$ cat config.mk
export PLATFORM = sky130hd
export DESIGN_NAME = duration_stats_accumulator_top
export DESIGN_NICKNAME = d
export VERILOG_FILES = /design/src/hw/rtl/dsa_pkg.sv /design/src/hw/rtl/dsa_div.sv /design/src/hw/rtl/dsa_sqrt.sv /design/src/hw/rtl/duration_stats_accumulator_top.sv
export SDC_FILE = /design/constraint.sdc
export NUM_CORES = 2
export LEC_CHECK = 0
export ABC_AREA = 1
export BUFFER_PORTS_ARGS = -buffer_cell sky130_fd_sc_hd__clkbuf_2
export CAP_MARGIN = 20
export CORE_MARGIN = 2
export CORE_UTILIZATION = 30
export CTS_CLUSTER_DIAMETER = 100
export CTS_CLUSTER_SIZE = 25
export DETAILED_ROUTE_END_ITERATION = 16
export GPL_TIMING_DRIVEN = 0
export PLACE_DENSITY_LB_ADDON = 0.12
export SKIP_LAST_GASP = 1
export SLEW_MARGIN = 20
export SYNTH_ARGS = -nofsm -noshare
export SYNTH_HDL_FRONTEND = slang
export SYNTH_SLANG_ARGS = --single-unit
$ cat constraint.sdc
create_clock -name clk -period 26.2 [get_ports clk]
set_input_delay 1.31 -clock clk [delete_from_list [all_inputs] [get_ports clk]]
set_output_delay 1.31 -clock clk [all_outputs]
set_load 0.005 [all_outputs]
$ cat src/hw/rtl/dsa_pkg.sv
`timescale 1ns / 1ps

package dsa_pkg;

  localparam logic [1:0] CMD_EVENT    = 2'd0;
  localparam logic [1:0] CMD_INTERVAL = 2'd1;
  localparam logic [1:0] CMD_FINISH   = 2'd2;
  localparam logic [1:0] CMD_UNUSED   = 2'd3;

  localparam logic [15:0] TRACE_LENGTH_RESET = 16'd10000;

  typedef enum logic [3:0] {
    ST_IDLE,
    ST_WDIV,
    ST_WMUL,
    ST_WACC,
    ST_BDIV,
    ST_FDIV,
    ST_VSTART,
    ST_VDIV,
    ST_SQRT,
    ST_QDIV,
    ST_OUT
  } dsa_state_t;

  typedef struct packed {
    logic        start;
    logic [63:0] dividend;
    logic [31:0] divisor;
  } dsa_div_req_t;

endpackage

$ cat src/hw/rtl/dsa_div.sv
`timescale 1ns / 1ps

module dsa_div
  import dsa_pkg::*;
(
  input  logic         clk,
  input  logic         rst_n,
  input  dsa_div_req_t req,
  output logic         done,
  output logic [63:0]  quotient
);

  logic [63:0] quo_r;
  logic [31:0] rem_r;
  logic [31:0] dvs_r;
  logic [5:0]  cnt_r;
  logic        busy_r;
  logic        done_r;
  logic [32:0] rem_sh;
  logic [32:0] rem_sub;
  logic        ge;

  assign rem_sh  = {rem_r, quo_r[63]};
  assign rem_sub = rem_sh - {1'b0, dvs_r};
  assign ge      = rem_sh >= {1'b0, dvs_r};

  always_ff @(posedge clk) begin
    if (!rst_n) begin
      busy_r <= 1'b0;
      done_r <= 1'b0;
      cnt_r  <= '0;
    end else begin
      done_r <= 1'b0;
      if (req.start) begin
        quo_r  <= req.dividend;
        dvs_r  <= req.divisor;
        rem_r  <= '0;
        cnt_r  <= '0;
        busy_r <= 1'b1;
      end else if (busy_r) begin
        rem_r <= ge ? rem_sub[31:0] : rem_sh[31:0];
        quo_r <= {quo_r[62:0], ge};
        cnt_r <= cnt_r + 6'd1;
        if (cnt_r == 6'd63) begin
          busy_r <= 1'b0;
          done_r <= 1'b1;
        end
      end
    end
  end

  assign done     = done_r;
  assign quotient = quo_r;

endmodule

$ cat src/hw/rtl/dsa_sqrt.sv
`timescale 1ns / 1ps

module dsa_sqrt
  import dsa_pkg::*;
(
  input  logic        clk,
  input  logic        rst_n,
  input  logic        start,
  input  logic [63:0] radicand,
  output logic        done,
  output logic [31:0] root
);

  logic [63:0] rad_r;
  logic [33:0] rem_r;
  logic [31:0] root_r;
  logic [4:0]  cnt_r;
  logic        busy_r;
  logic        done_r;
  logic [35:0] rem_sh;
  logic [35:0] trial;
  logic [35:0] rem_sub;
  logic        ge;

  assign rem_sh  = {rem_r, rad_r[63:62]};
  assign trial   = {2'b00, root_r, 2'b01};
  assign rem_sub = rem_sh - trial;
  assign ge      = rem_sh >= trial;

  always_ff @(posedge clk) begin
    if (!rst_n) begin
      busy_r <= 1'b0;
      done_r <= 1'b0;
      cnt_r  <= '0;
    end else begin
      done_r <= 1'b0;
      if (start) begin
        rad_r  <= radicand;
        rem_r  <= '0;
        root_r <= '0;
        cnt_r  <= '0;
        busy_r <= 1'b1;
      end else if (busy_r) begin
        rad_r  <= {rad_r[61:0], 2'b00};
        rem_r  <= ge ? rem_sub[33:0] : rem_sh[33:0];
        root_r <= {root_r[30:0], ge};
        cnt_r  <= cnt_r + 5'd1;
        if (cnt_r == 5'd31) begin
          busy_r <= 1'b0;
          done_r <= 1'b1;
        end
      end
    end
  end

  assign done = done_r;
  assign root = root_r;

endmodule

$ cat src/hw/rtl/duration_stats_accumulator_top.sv
`timescale 1ns / 1ps

// Channel  Direction  Handshake               Word
// in       input      in_valid / in_ready     command, duration, clipped_duration
// out      output     out_valid / out_ready   eight report fields
// cfg      input      cfg_wr_en               trace_length, written at once
//
// A sample runs a 64-step serial divide and then a 32-step multiply.
// A finish runs up to six 64-step divides and up to two 32-step roots.
// The 64-step bit-serial divider dominates both sequences.
// Reset is synchronous and active low; it restores the trace length and clears all totals.
// A finished report waits in the output register; new words are taken meanwhile.

module duration_stats_accumulator_top
  import dsa_pkg::*;
(
  input  logic        clk,
  input  logic        rst_n,
  input  logic        in_valid,
  output logic        in_ready,
  input  logic [1:0]  in_command,
  input  logic [15:0] in_duration,
  input  logic [15:0] in_clipped_duration,
  output logic        out_valid,
  input  logic        out_ready,
  output logic [31:0] out_busy_ratio,
  output logic [31:0] out_event_mean,
  output logic [31:0] out_interval_mean,
  output logic [31:0] out_event_variation,
  output logic [31:0] out_interval_variation,
  output logic [16:0] out_event_frequency,
  output logic [15:0] out_longest_event,
  output logic [15:0] out_shortest_event,
  input  logic        cfg_wr_en,
  input  logic [15:0] cfg_wr_data
);

  dsa_state_t   state_r, state_nxt;
  dsa_div_req_t div_req;
  logic         div_done;
  logic [63:0]  div_quo;
  logic         sqrt_start;
  logic [63:0]  sqrt_rad;
  logic         sqrt_done;
  logic [31:0]  sqrt_root;

  logic [15:0] trace_len_r;
  logic [15:0] ev_cnt_r, iv_cnt_r;
  logic [31:0] busy_r;
  logic [31:0] ev_mean_r, iv_mean_r;
  logic [63:0] ev_dev_r, iv_dev_r;
  logic [15:0] max_r, min_r;

  logic        sel_r;
  logic        neg_r;
  logic [31:0] x_r;
  logic [4:0]  cnt_r;
  logic [63:0] mcand_r;
  logic [31:0] mplier_r;
  logic [63:0] prod_r;

  logic [31:0] res_busy_r, res_evar_r, res_ivar_r;
  logic [16:0] res_freq_r;

  logic        out_valid_r;
  logic [31:0] out_busy_r, out_emean_r, out_imean_r, out_evar_r, out_ivar_r;
  logic [16:0] out_freq_r;
  logic [15:0] out_max_r, out_min_r;

  logic        accept;
  logic        in_sel;
  logic [31:0] acc_mean;
  logic [15:0] acc_cnt, acc_cnt_inc;
  logic [31:0] x_in;
  logic        x_ge;
  logic [31:0] diff_in;
  logic [15:0] tl_eff;
  logic [31:0] sel_mean;
  logic [15:0] sel_cnt;
  logic [63:0] sel_dev;
  logic        var_zero;
  logic [31:0] nw;
  logic [31:0] d2;
  logic [64:0] dev_sum;
  logic [31:0] add_clip;
  logic [32:0] busy_sum;
  logic [47:0] v_clamp;
  logic [31:0] q_sat32;
  logic        out_free;

  assign accept      = in_valid && in_ready;
  assign in_sel      = (in_command == CMD_INTERVAL);
  assign acc_mean    = in_sel ? iv_mean_r : ev_mean_r;
  assign acc_cnt     = in_sel ? iv_cnt_r : ev_cnt_r;
  assign acc_cnt_inc = (acc_cnt == 16'hFFFF) ? acc_cnt : acc_cnt + 16'd1;
  assign x_in        = {in_duration, 16'h0000};
  assign x_ge        = x_in >= acc_mean;
  assign diff_in     = x_ge ? x_in - acc_mean : acc_mean - x_in;
  assign tl_eff      = (trace_len_r == 16'd0) ? 16'd1 : trace_len_r;
  assign sel_mean    = sel_r ? iv_mean_r : ev_mean_r;
  assign sel_cnt     = sel_r ? iv_cnt_r : ev_cnt_r;
  assign sel_dev     = sel_r ? iv_dev_r : ev_dev_r;
  assign var_zero    = (sel_cnt == 16'd0) || (sel_mean == 32'd0);
  assign nw          = neg_r ? sel_mean - div_quo[31:0] : sel_mean + div_quo[31:0];
  assign d2          = (x_r >= nw) ? x_r - nw : nw - x_r;
  assign dev_sum     = {1'b0, sel_dev} + {17'd0, prod_r[63:16]};
  assign add_clip    = {16'd0, in_clipped_duration} + 32'd1;
  assign busy_sum    = {1'b0, busy_r} + {1'b0, add_clip};
  assign v_clamp     = (div_quo[63:48] != 16'd0) ? {48{1'b1}} : div_quo[47:0];
  assign q_sat32     = (div_quo[63:32] != 32'd0) ? 32'hFFFF_FFFF : div_quo[31:0];
  assign out_free    = !out_valid_r || out_ready;

  dsa_div u_div (
    .clk      (clk),
    .rst_n    (rst_n),
    .req      (div_req),
    .done     (div_done),
    .quotient (div_quo)
  );

  dsa_sqrt u_sqrt (
    .clk      (clk),
    .rst_n    (rst_n),
    .start    (sqrt_start),
    .radicand (sqrt_rad),
    .done     (sqrt_done),
    .root     (sqrt_root)
  );

  always_comb begin
    state_nxt = state_r;
    unique case (state_r)
      ST_IDLE: begin
        if (accept) begin
          if (in_command == CMD_EVENT || in_command == CMD_INTERVAL) begin
            state_nxt = ST_WDIV;
          end else if (in_command == CMD_FINISH) begin
            state_nxt = ST_BDIV;
          end
        end
      end
      ST_WDIV:   if (div_done) state_nxt = ST_WMUL;
      ST_WMUL:   if (cnt_r == 5'd31) state_nxt = ST_WACC;
      ST_WACC:   state_nxt = ST_IDLE;
      ST_BDIV:   if (div_done) state_nxt = ST_FDIV;
      ST_FDIV:   if (div_done) state_nxt = ST_VSTART;
      ST_VSTART: begin
        if (var_zero) begin
          state_nxt = sel_r ? ST_OUT : ST_VSTART;
        end else begin
          state_nxt = ST_VDIV;
        end
      end
      ST_VDIV:   if (div_done) state_nxt = ST_SQRT;
      ST_SQRT:   if (sqrt_done) state_nxt = ST_QDIV;
      ST_QDIV:   if (div_done) state_nxt = sel_r ? ST_OUT : ST_VSTART;
      ST_OUT:    if (out_free) state_nxt = ST_IDLE;
      default:   state_nxt = ST_IDLE;
    endcase
  end

  always_comb begin
    div_req    = '0;
    sqrt_start = 1'b0;
    sqrt_rad   = {v_clamp, 16'h0000};
    in_ready   = (state_r == ST_IDLE);
    unique case (state_r)
      ST_IDLE: begin
        if (accept && (in_command == CMD_EVENT || in_command == CMD_INTERVAL)) begin
          div_req.start    = 1'b1;
          div_req.dividend = {32'd0, diff_in};
          div_req.divisor  = {16'd0, acc_cnt_inc};
        end else if (accept && in_command == CMD_FINISH) begin
          div_req.start    = 1'b1;
          div_req.dividend = {16'd0, busy_r, 16'h0000};
          div_req.divisor  = {16'd0, tl_eff};
        end
      end
      ST_BDIV: begin
        if (div_done) begin
          div_req.start    = 1'b1;
          div_req.dividend = {32'd0, ev_cnt_r, 16'h0000};
          div_req.divisor  = {16'd0, tl_eff};
        end
      end
      ST_VSTART: begin
        if (!var_zero) begin
          div_req.start    = 1'b1;
          div_req.dividend = sel_dev;
          div_req.divisor  = {16'd0, sel_cnt};
        end
      end
      ST_VDIV: begin
        sqrt_start = div_done;
      end
      ST_SQRT: begin
        if (sqrt_done) begin
          div_req.start    = 1'b1;
          div_req.dividend = {16'd0, sqrt_root, 16'h0000};
          div_req.divisor  = sel_mean;
        end
      end
      default: begin
      end
    endcase
  end

  always_ff @(posedge clk) begin
    if (!rst_n) begin
      state_r <= ST_IDLE;
    end else begin
      state_r <= state_nxt;
    end
  end

  always_ff @(posedge clk) begin
    unique case (state_r)
      ST_IDLE: begin
        if (accept) begin
          sel_r    <= in_sel;
          neg_r    <= !x_ge;
          x_r      <= x_in;
          mplier_r <= diff_in;
        end
      end
      ST_WDIV: begin
        if (div_done) begin
          mcand_r <= {32'd0, d2};
          prod_r  <= '0;
          cnt_r   <= '0;
        end
      end
      ST_WMUL: begin
        if (mplier_r[0]) begin
          prod_r <= prod_r + mcand_r;
        end
        mcand_r  <= {mcand_r[62:0], 1'b0};
        mplier_r <= {1'b0, mplier_r[31:1]};
        cnt_r    <= cnt_r + 5'd1;
      end
      ST_BDIV: begin
        if (div_done) res_busy_r <= q_sat32;
      end
      ST_FDIV: begin
        if (div_done) begin
          res_freq_r <= (div_quo[63:17] != 47'd0) ? 17'h1FFFF : div_quo[16:0];
          sel_r      <= 1'b0;
        end
      end
      ST_VSTART: begin
        if (var_zero) begin
          if (sel_r) res_ivar_r <= '0;
          else       res_evar_r <= '0;
          sel_r <= 1'b1;
        end
      end
      ST_QDIV: begin
        if (div_done) begin
          if (sel_r) res_ivar_r <= q_sat32;
          else       res_evar_r <= q_sat32;
          sel_r <= 1'b1;
        end
      end
      default: begin
      end
    endcase
  end

  always_ff @(posedge clk) begin
    if (state_r == ST_OUT && out_free) begin
      out_busy_r  <= res_busy_r;
      out_emean_r <= ev_mean_r;
      out_imean_r <= iv_mean_r;
      out_evar_r  <= res_evar_r;
      out_ivar_r  <= res_ivar_r;
      out_freq_r  <= res_freq_r;
      out_max_r   <= max_r;
      out_min_r   <= min_r;
    end
  end

  always_ff @(posedge clk) begin
    if (!rst_n) begin
      out_valid_r <= 1'b0;
    end else if (state_r == ST_OUT && out_free) begin
      out_valid_r <= 1'b1;
    end else if (out_ready) begin
      out_valid_r <= 1'b0;
    end
  end

  always_ff @(posedge clk) begin
    if (!rst_n) begin
      trace_len_r <= TRACE_LENGTH_RESET;
      ev_cnt_r    <= '0;
      iv_cnt_r    <= '0;
      busy_r      <= '0;
      ev_mean_r   <= '0;
      iv_mean_r   <= '0;
      ev_dev_r    <= '0;
      iv_dev_r    <= '0;
      max_r       <= '0;
      min_r       <= TRACE_LENGTH_RESET;
    end else begin
      if (state_r == ST_IDLE && accept) begin
        if (in_command == CMD_EVENT) begin
          ev_cnt_r <= acc_cnt_inc;
          busy_r   <= busy_sum[32] ? 32'hFFFF_FFFF : busy_sum[31:0];
          if (in_duration > max_r) max_r <= in_duration;
          if (in_duration < min_r) min_r <= in_duration;
        end else if (in_command == CMD_INTERVAL) begin
          iv_cnt_r <= acc_cnt_inc;
        end
      end
      if (state_r == ST_WDIV && div_done) begin
        if (sel_r) iv_mean_r <= nw;
        else       ev_mean_r <= nw;
      end
      if (state_r == ST_WACC) begin
        if (sel_r) iv_dev_r <= dev_sum[64] ? {64{1'b1}} : dev_sum[63:0];
        else       ev_dev_r <= dev_sum[64] ? {64{1'b1}} : dev_sum[63:0];
      end
      if (state_r == ST_OUT && out_free) begin
        ev_cnt_r  <= '0;
        iv_cnt_r  <= '0;
        busy_r    <= '0;
        ev_mean_r <= '0;
        iv_mean_r <= '0;
        ev_dev_r  <= '0;
        iv_dev_r  <= '0;
        max_r     <= '0;
        min_r     <= trace_len_r;
      end
      if (cfg_wr_en) begin
        trace_len_r <= cfg_wr_data;
        if (ev_cnt_r == 16'd0) min_r <= cfg_wr_data;
      end
    end
  end

  assign out_valid              = out_valid_r;
  assign out_busy_ratio         = out_busy_r;
  assign out_event_mean         = out_emean_r;
  assign out_interval_mean      = out_imean_r;
  assign out_event_variation    = out_evar_r;
  assign out_interval_variation = out_ivar_r;
  assign out_event_frequency    = out_freq_r;
  assign out_longest_event      = out_max_r;
  assign out_shortest_event     = out_min_r;

endmodule

After elaboration in Yosys (flattened, before gate mapping)
Cells that the tools add are included.
{"block": "word_totals", "ff_bits": 1085, "inputBits": 55}
{"block": "classes", "n_reduce_logical": 52, "n_mux": 84, "n_lt_le_gt_ge": 6, "n_bitwise": 5, "eq_ne": 32, "add_sub_neg": 16}
{"operator": "$mux 32", "count": 19}
{"operator": "$mux 64", "count": 9}
{"operator": "$mux 97", "count": 5}
{"operator": "$pmux 97 s4", "count": 1}
{"operator": "$pmux 64 s2", "count": 2}
{"operator": "$pmux 32 s2", "count": 3}
{"operator": "$sub 32x32->32", "count": 6}
{"operator": "$mux 16", "count": 10}
{"operator": "$mux 34", "count": 2}
{"operator": "$add 64x48->65", "count": 1}
{"operator": "$add 64x64->64", "count": 1}
{"operator": "$ge 32x32->1", "count": 2}
{"operator": "$mux 4", "count": 13}
{"operator": "$logic_not 16->1", "count": 3}
{"operator": "$mux 48", "count": 1}
{"operator": "$reduce_bool 47->1", "count": 1}
{"operator": "$pmux 4 s10", "count": 1}
{"operator": "$ge 36x34->1", "count": 1}
{"operator": "$sub 34x34->34", "count": 1}
{"operator": "$add 32x17->33", "count": 1}
{"operator": "$ge 33x32->1", "count": 1}
{"operator": "$add 32x32->32", "count": 1}
{"operator": "$logic_not 32->1", "count": 1}
{"operator": "$reduce_bool 32->1", "count": 1}
{"operator": "other kinds (37)", "count": 108}

Logic depth before layout (Yosys ltp)
{"block": "logic_depth", "word_depth": 8, "mapped_depth": 39, "ltp_nobuf": 38}

By module
Synthesis repeated with hierarchy kept, for this count alone.
{"block": "unflattened", "hier_cells": 8835, "hier_area_um2": 67248.2}
{"module": "duration_stats_accumulator_top", "instances": 1, "area_each_um2": 50180.6, "cells_per_inst": 6590}
{"module": "dsa_div", "instances": 1, "area_each_um2": 8553.2, "cells_per_inst": 1140}
{"module": "dsa_sqrt", "instances": 1, "area_each_um2": 8514.4, "cells_per_inst": 1105}

Worst setup path after synthesis
Ideal clock, no wire load.
{"block": "synth_path", "kind": "register to register", "from": "register state_r[3]", "to": "register u_div.quo_r[0], in the netlist u_div.quotient[0] (enable)", "arrival_ns": 7.960, "t_required_ns": 25.617, "synth_period_minus_slack_ns": 8.544, "setup_time_ns": 0.583, "setup_slack_ns": 17.656, "stages_incl_launch_ff": 13, "cell_sequence": "dfxtp_1 > inv_1 > nand2_1 > nor2_1 > inv_1 > nor2_1 > clkinv_1 > nand2_1 > nor3_1 > nand2_1 > inv_2 > buf_6 > a21oi_1"}
{"block": "synth_between", "elab_chain_len": 8}
{"item": "start, declared", "line_no": "duration_stats_accumulator_top.sv:38", "text": "dsa_state_t state_r, state_nxt;"}
{"item": "start signal, assigned", "line_no": "duration_stats_accumulator_top.sv:212", "text": "state_r <= state_nxt;"}
{"item": "$logic_not 4->1", "line_no": "duration_stats_accumulator_top.sv:166, duration_stats_accumulator_top.sv:167"}
{"item": "$logic_and 1x1->1", "line_no": "duration_stats_accumulator_top.sv:91", "text": "assign accept = in_valid && in_ready;"}
{"item": "$logic_and 1x1->1", "line_no": "duration_stats_accumulator_top.sv:173", "text": "end else if (accept && in_command == CMD_FINISH) begin"}
{"item": "$mux 97", "line_no": "duration_stats_accumulator_top.sv:173"}
{"item": "$mux 97", "line_no": "duration_stats_accumulator_top.sv:169", "text": "if (accept && (in_command == CMD_EVENT || in_command == CMD_INTERVAL)) begin"}
{"item": "$pmux 97 s4 *", "line_no": "duration_stats_accumulator_top.sv:167", "text": "unique case (state_r)"}
{"item": "$reduce_bool 2->1 (no source line) *"}
{"item": "$reduce_and 2->1 (no source line) *"}
{"item": "end signal, assigned", "line_no": "dsa_div.sv:35", "text": "quo_r <= req.dividend;"}
{"item": "end signal, assigned", "line_no": "dsa_div.sv:42", "text": "quo_r <= {quo_r[62:0], ge};"}
{"item": "end, declared", "line_no": "dsa_div.sv:13", "text": "logic [63:0] quo_r;"}
Mark *: on every way between the ends. The rest lies on a longest branch, timed or not.
A chain may end at the register's enable or synchronous reset.

Final worst setup path
{"block": "layout_path", "from": "register u_div.quo_r[1], in the netlist u_div.quotient[1]", "to": "register mcand_r[26] (data pin)"}
{"block": "layout_between", "elab_chain_len": 6}
{"item": "$add 32x32->32 or $sub 32x32->32 (tied branches)", "line_no": "duration_stats_accumulator_top.sv:104", "text": "assign nw = neg_r ? sel_mean - div_quo[31:0] : sel_mean + div_quo[31:0];"}
{"item": "$mux 32 *", "line_no": "duration_stats_accumulator_top.sv:104"}
{"item": "$sub 32x32->32 or $ge 32x32->1 (tied branches)", "line_no": "duration_stats_accumulator_top.sv:105", "text": "assign d2 = (x_r >= nw) ? x_r - nw : nw - x_r;"}
{"item": "$mux 32 *", "line_no": "duration_stats_accumulator_top.sv:105"}
{"item": "$mux 64 *", "line_no": "duration_stats_accumulator_top.sv:227", "text": "if (div_done) begin"}
{"item": "$pmux 64 s2 *", "line_no": "duration_stats_accumulator_top.sv:217", "text": "unique case (state_r)"}
{"item": "end signal, assigned", "line_no": "duration_stats_accumulator_top.sv:228", "text": "mcand_r <= {32'd0, d2};"}
{"item": "end signal, assigned", "line_no": "duration_stats_accumulator_top.sv:237", "text": "mcand_r <= {mcand_r[62:0], 1'b0};"}
{"item": "end, declared", "line_no": "duration_stats_accumulator_top.sv:58", "text": "logic [63:0] mcand_r;"}
Mark *: on every way between the ends. The rest lies on a longest branch, timed or not. The select of a mux whose other input is x is not followed.

==> flow_summary.json <==
{
  "p_leak_nw": 30.3,
  "pre_cts_ws_ns": 17.79,
  "final_hold_viol_count": 0,
  "grt_pass1_wl_um": 377000,
  "grt_start_max_net_pins": 58,
  "hp-class": "reg2reg",
  "routed_wirelength_um": 263000,
  "core-area_um2": 209000,
  "syn-cell-area_um2": 63100,
  "cts_buffers": 66,
  "port_buffers": 263,
  "grt-ovfl-total": 0,
  "area_growth_pct": 12.6,
  "setup_slack_ns": 17.56,
  "yosys.area.top_type": "edfxtp_1",
  "cp.arrival_ns": 9.13,
  "vias": 56300,
  "cts_resized": 0,
  "slew_violations": 0,
  "vdd_drop_max_mv": 0.0518,
  "tns_ns": 0,
  "synth.area.top_cells": "edfxtp_1 (36%), dfxtp_1 (10%), nand2_1 (9.5%)",
  "clkTransAtPathRegs_ns": 0.11,
  "rsz0062_at_grt": "false",
  "syn-num-nets": 8224,
  "max_freq_ghz": 0.116,
  "root_buffer": "clkbuf_16",
  "die_area_um2": 214000,
  "clock_sinks": 1071,
  "crit_path_end_kind": "register",
  "grt_pass1_vias": 53800,
  "final_nets": 8587,
  "start_util_pct": 30.1,
  "htreeDepth": 3,
  "fin_util_pct": 33.9,
  "cts_buffer_depth": 3,
  "drc_errors": 0,
  "status": "completed",
  "finalWeightedCongestion": 0.972,
  "wl_per_cell_um": 23.7,
  "crit_fanout": 10,
  "synth_cell_types": 70,
  "synthFlopType": "edfxtp_1",
  "clk_latency_ns": 0.74,
  "via_per_inst": 5.09,
  "synth_warnings": 0,
  "yosysSeqAreaShare_pct": 45.9,
  "ys_seq_elements": 1071,
  "synth_cells": 7838,
  "grt_usage_pct": 23.8,
  "cts_tree": "done",
  "dr.pass1.iters": 9,
  "holdBufCountCts": 0,
  "min_period_over_period_pct": 33.0,
  "cp.required_ns": 26.69,
  "die_h_um": 462,
  "crit_path_frequent_cell": "nand2_1",
  "drive_above_1_share_pct": 6.81,
  "async_flop_share_pct": 0,
  "max_stage_delay_ns": 0.56,
  "setup_viol": 0,
  "syn_avg_cell_area_um2": 8.04,
  "synth_top_area_share_pct": 35.6,
  "fin_total_pwr_w": 0.00581,
  "tightest_slew_ns": 1.23,
  "cap_violations": 0,
  "maxSlewHeadroom_pct": 17.2,
  "synth-edff-count": 747,
  "crit_slowest_cell": "inv_1",
  "p_per_area_nw_per_um2": 81.9,
  "ant_nets": 0,
  "antenna_found_initial": 25,
  "path_class": "reg2reg",
  "finClkSkew_ns": 0.0608,
  "drt_iter0_drc": 5274,
  "cp-start-kind": "register",
  "pin_count": 266,
  "hpwlAfterDp_um": 216000,
  "die_w_um": 462,
  "finalCriticalPeriod_ns": 8.64,
  "rows": 168,
  "cts_setup_buffers": 0
}
worst paths after layout:
| kind | start | to | slack (ns) | depth (start not counted) |
|---|---|---|---|---|
| max reg2reg | u_div.quotient[1]$_DFFE_PP_ | mcand_r[26]$_DFFE_PP_ | 17.56 | 38 |
| max | u_div.quotient[1]$_DFFE_PP_ | mcand_r[26]$_DFFE_PP_ | 17.56 | 38 |
| min | res_busy_r[8]$_DFFE_PP_ | out_busy_ratio[8]$_DFFE_PP_ | 0.42 | 0 |
| min reg2reg | res_busy_r[8]$_DFFE_PP_ | out_busy_ratio[8]$_DFFE_PP_ | 0.42 | 0 |
power by group:
part	switching (W)	total, W	leakage, nW	internal, W
combinational	0.00175	0.00242	19.4	0.000669
sequential	0.000126	0.00217	9.82	0.00204
clock	0.000683	0.00123	1.11	0.000545
worst max-delay path: cells and delay by family, from the launching register on:
| kind | cells | cell delay [ns] |
|---|---|---|
| fa+ha+maj | 3 | 1.07 |
| simple gates | 19 | 3.00 |
| buf+inv | 9 | 2.03 |
| flops | 1 | 0.48 |
| xor+xnor | 2 | 0.88 |
| compound gates | 5 | 0.92 |
registers in the layout, summed over array words and instances, names as in the netlist, 17 cells and up:
register / count
mplier_r: 32
u_sqrt.rad_r: 48
out_event_mean: 32
res_busy_r: 32
out_interval_mean: 32
busy_r: 32
u_div.quotient: 64
ev_dev_r: 64
res_ivar_r: 32
mcand_r: 64
res_freq_r: 17
u_div.rem_r: 32
ev_mean_r: 32
out_event_frequency: 17
u_sqrt.rem_r: 34
res_evar_r: 32
out_busy_ratio: 32
out_event_variation: 32
u_div.dvs_r: 32
iv_mean_r: 32
out_interval_variation: 32
iv_dev_r: 64
u_sqrt.root: 32
prod_r: 64
final cells by class:
cell class | count | area (um2)
clock buffers | 84 | 1800
fillers | 22300 | 138000
clock inverters | 36 | 515
diodes | 9 | 22.5
well taps | 2805 | 3510
multi-input cells | 5360 | 28800
repair buffers | 295 | 1970
inverters | 1140 | 4280
plain buffers | 267 | 1170
flip-flops and latches | 1071 | 28900
per-stage QoR:
step / instance area [um2] / std cells / hold slack [ns]
after floorplan: 63100 / 7838 / 0.400
after global placement: 67900 / 10900 / 0.402
after detailed placement: 68600 / 10900 / 0.405
after CTS: 70900 / 11100 / 0.419
after global routing: 71000 / 11100 / 0.422
final: 71000 / 11100 / 0.419
cells in the final DEF, fill, tap and decap left out, types with 84 or more instances in the layout:
cell,n
dfxtp_1,324
nor2_1,727
o21ai_0,755
a31oi_1,84
clkbuf_1,203
edfxtp_1,747
nand2_1,1595
xor2_1,147
clkbuf_2,268
a21oi_1,724
ha_1,324
nand3_1,260
inv_1,1116
metal layers:
| layer | wire length (um) | track usage, % |
|---|---|---|
| met3 | 13900 | 2.85 |
| met4 | 8690 | 7.12 |
| met2 | 118000 | 38.2 |
| met1 | 122000 | 33.4 |
| met5 | 103 | 0 |
cell usage after synthesis, drive strengths merged (9+ instances only):
cell type / n
nand2: 1606
inv: 1134
o21ai: 818
edfxtp: 747
nor2: 741
a21oi: 728
dfxtp: 324
ha: 324
nand3: 264
clkbuf: 196
xor2: 147
a31oi: 84
xnor2: 80
nand4: 72
nor3: 72
buf: 71
o211ai: 57
o21a: 52
nor4: 46
o21bai: 40
a22oi: 34
a21o: 31
or2: 28
a211oi: 21
o2111ai: 12
o22ai: 11
o221ai: 9
kinds of logic after synthesis:
kind of cell	count (synthesis)	synth area share [%]
buffers and inverters	1407	8.63
adders and majority gates	331	6.65
muxes	8	0.127
xor gates and xnor gates	228	3.19
and+or+nand+nor	2856	18.6
DFF	1071	45.9
AOI/OAI and AO/OA	1937	16.9
Power figures use the tool's default switching activity.
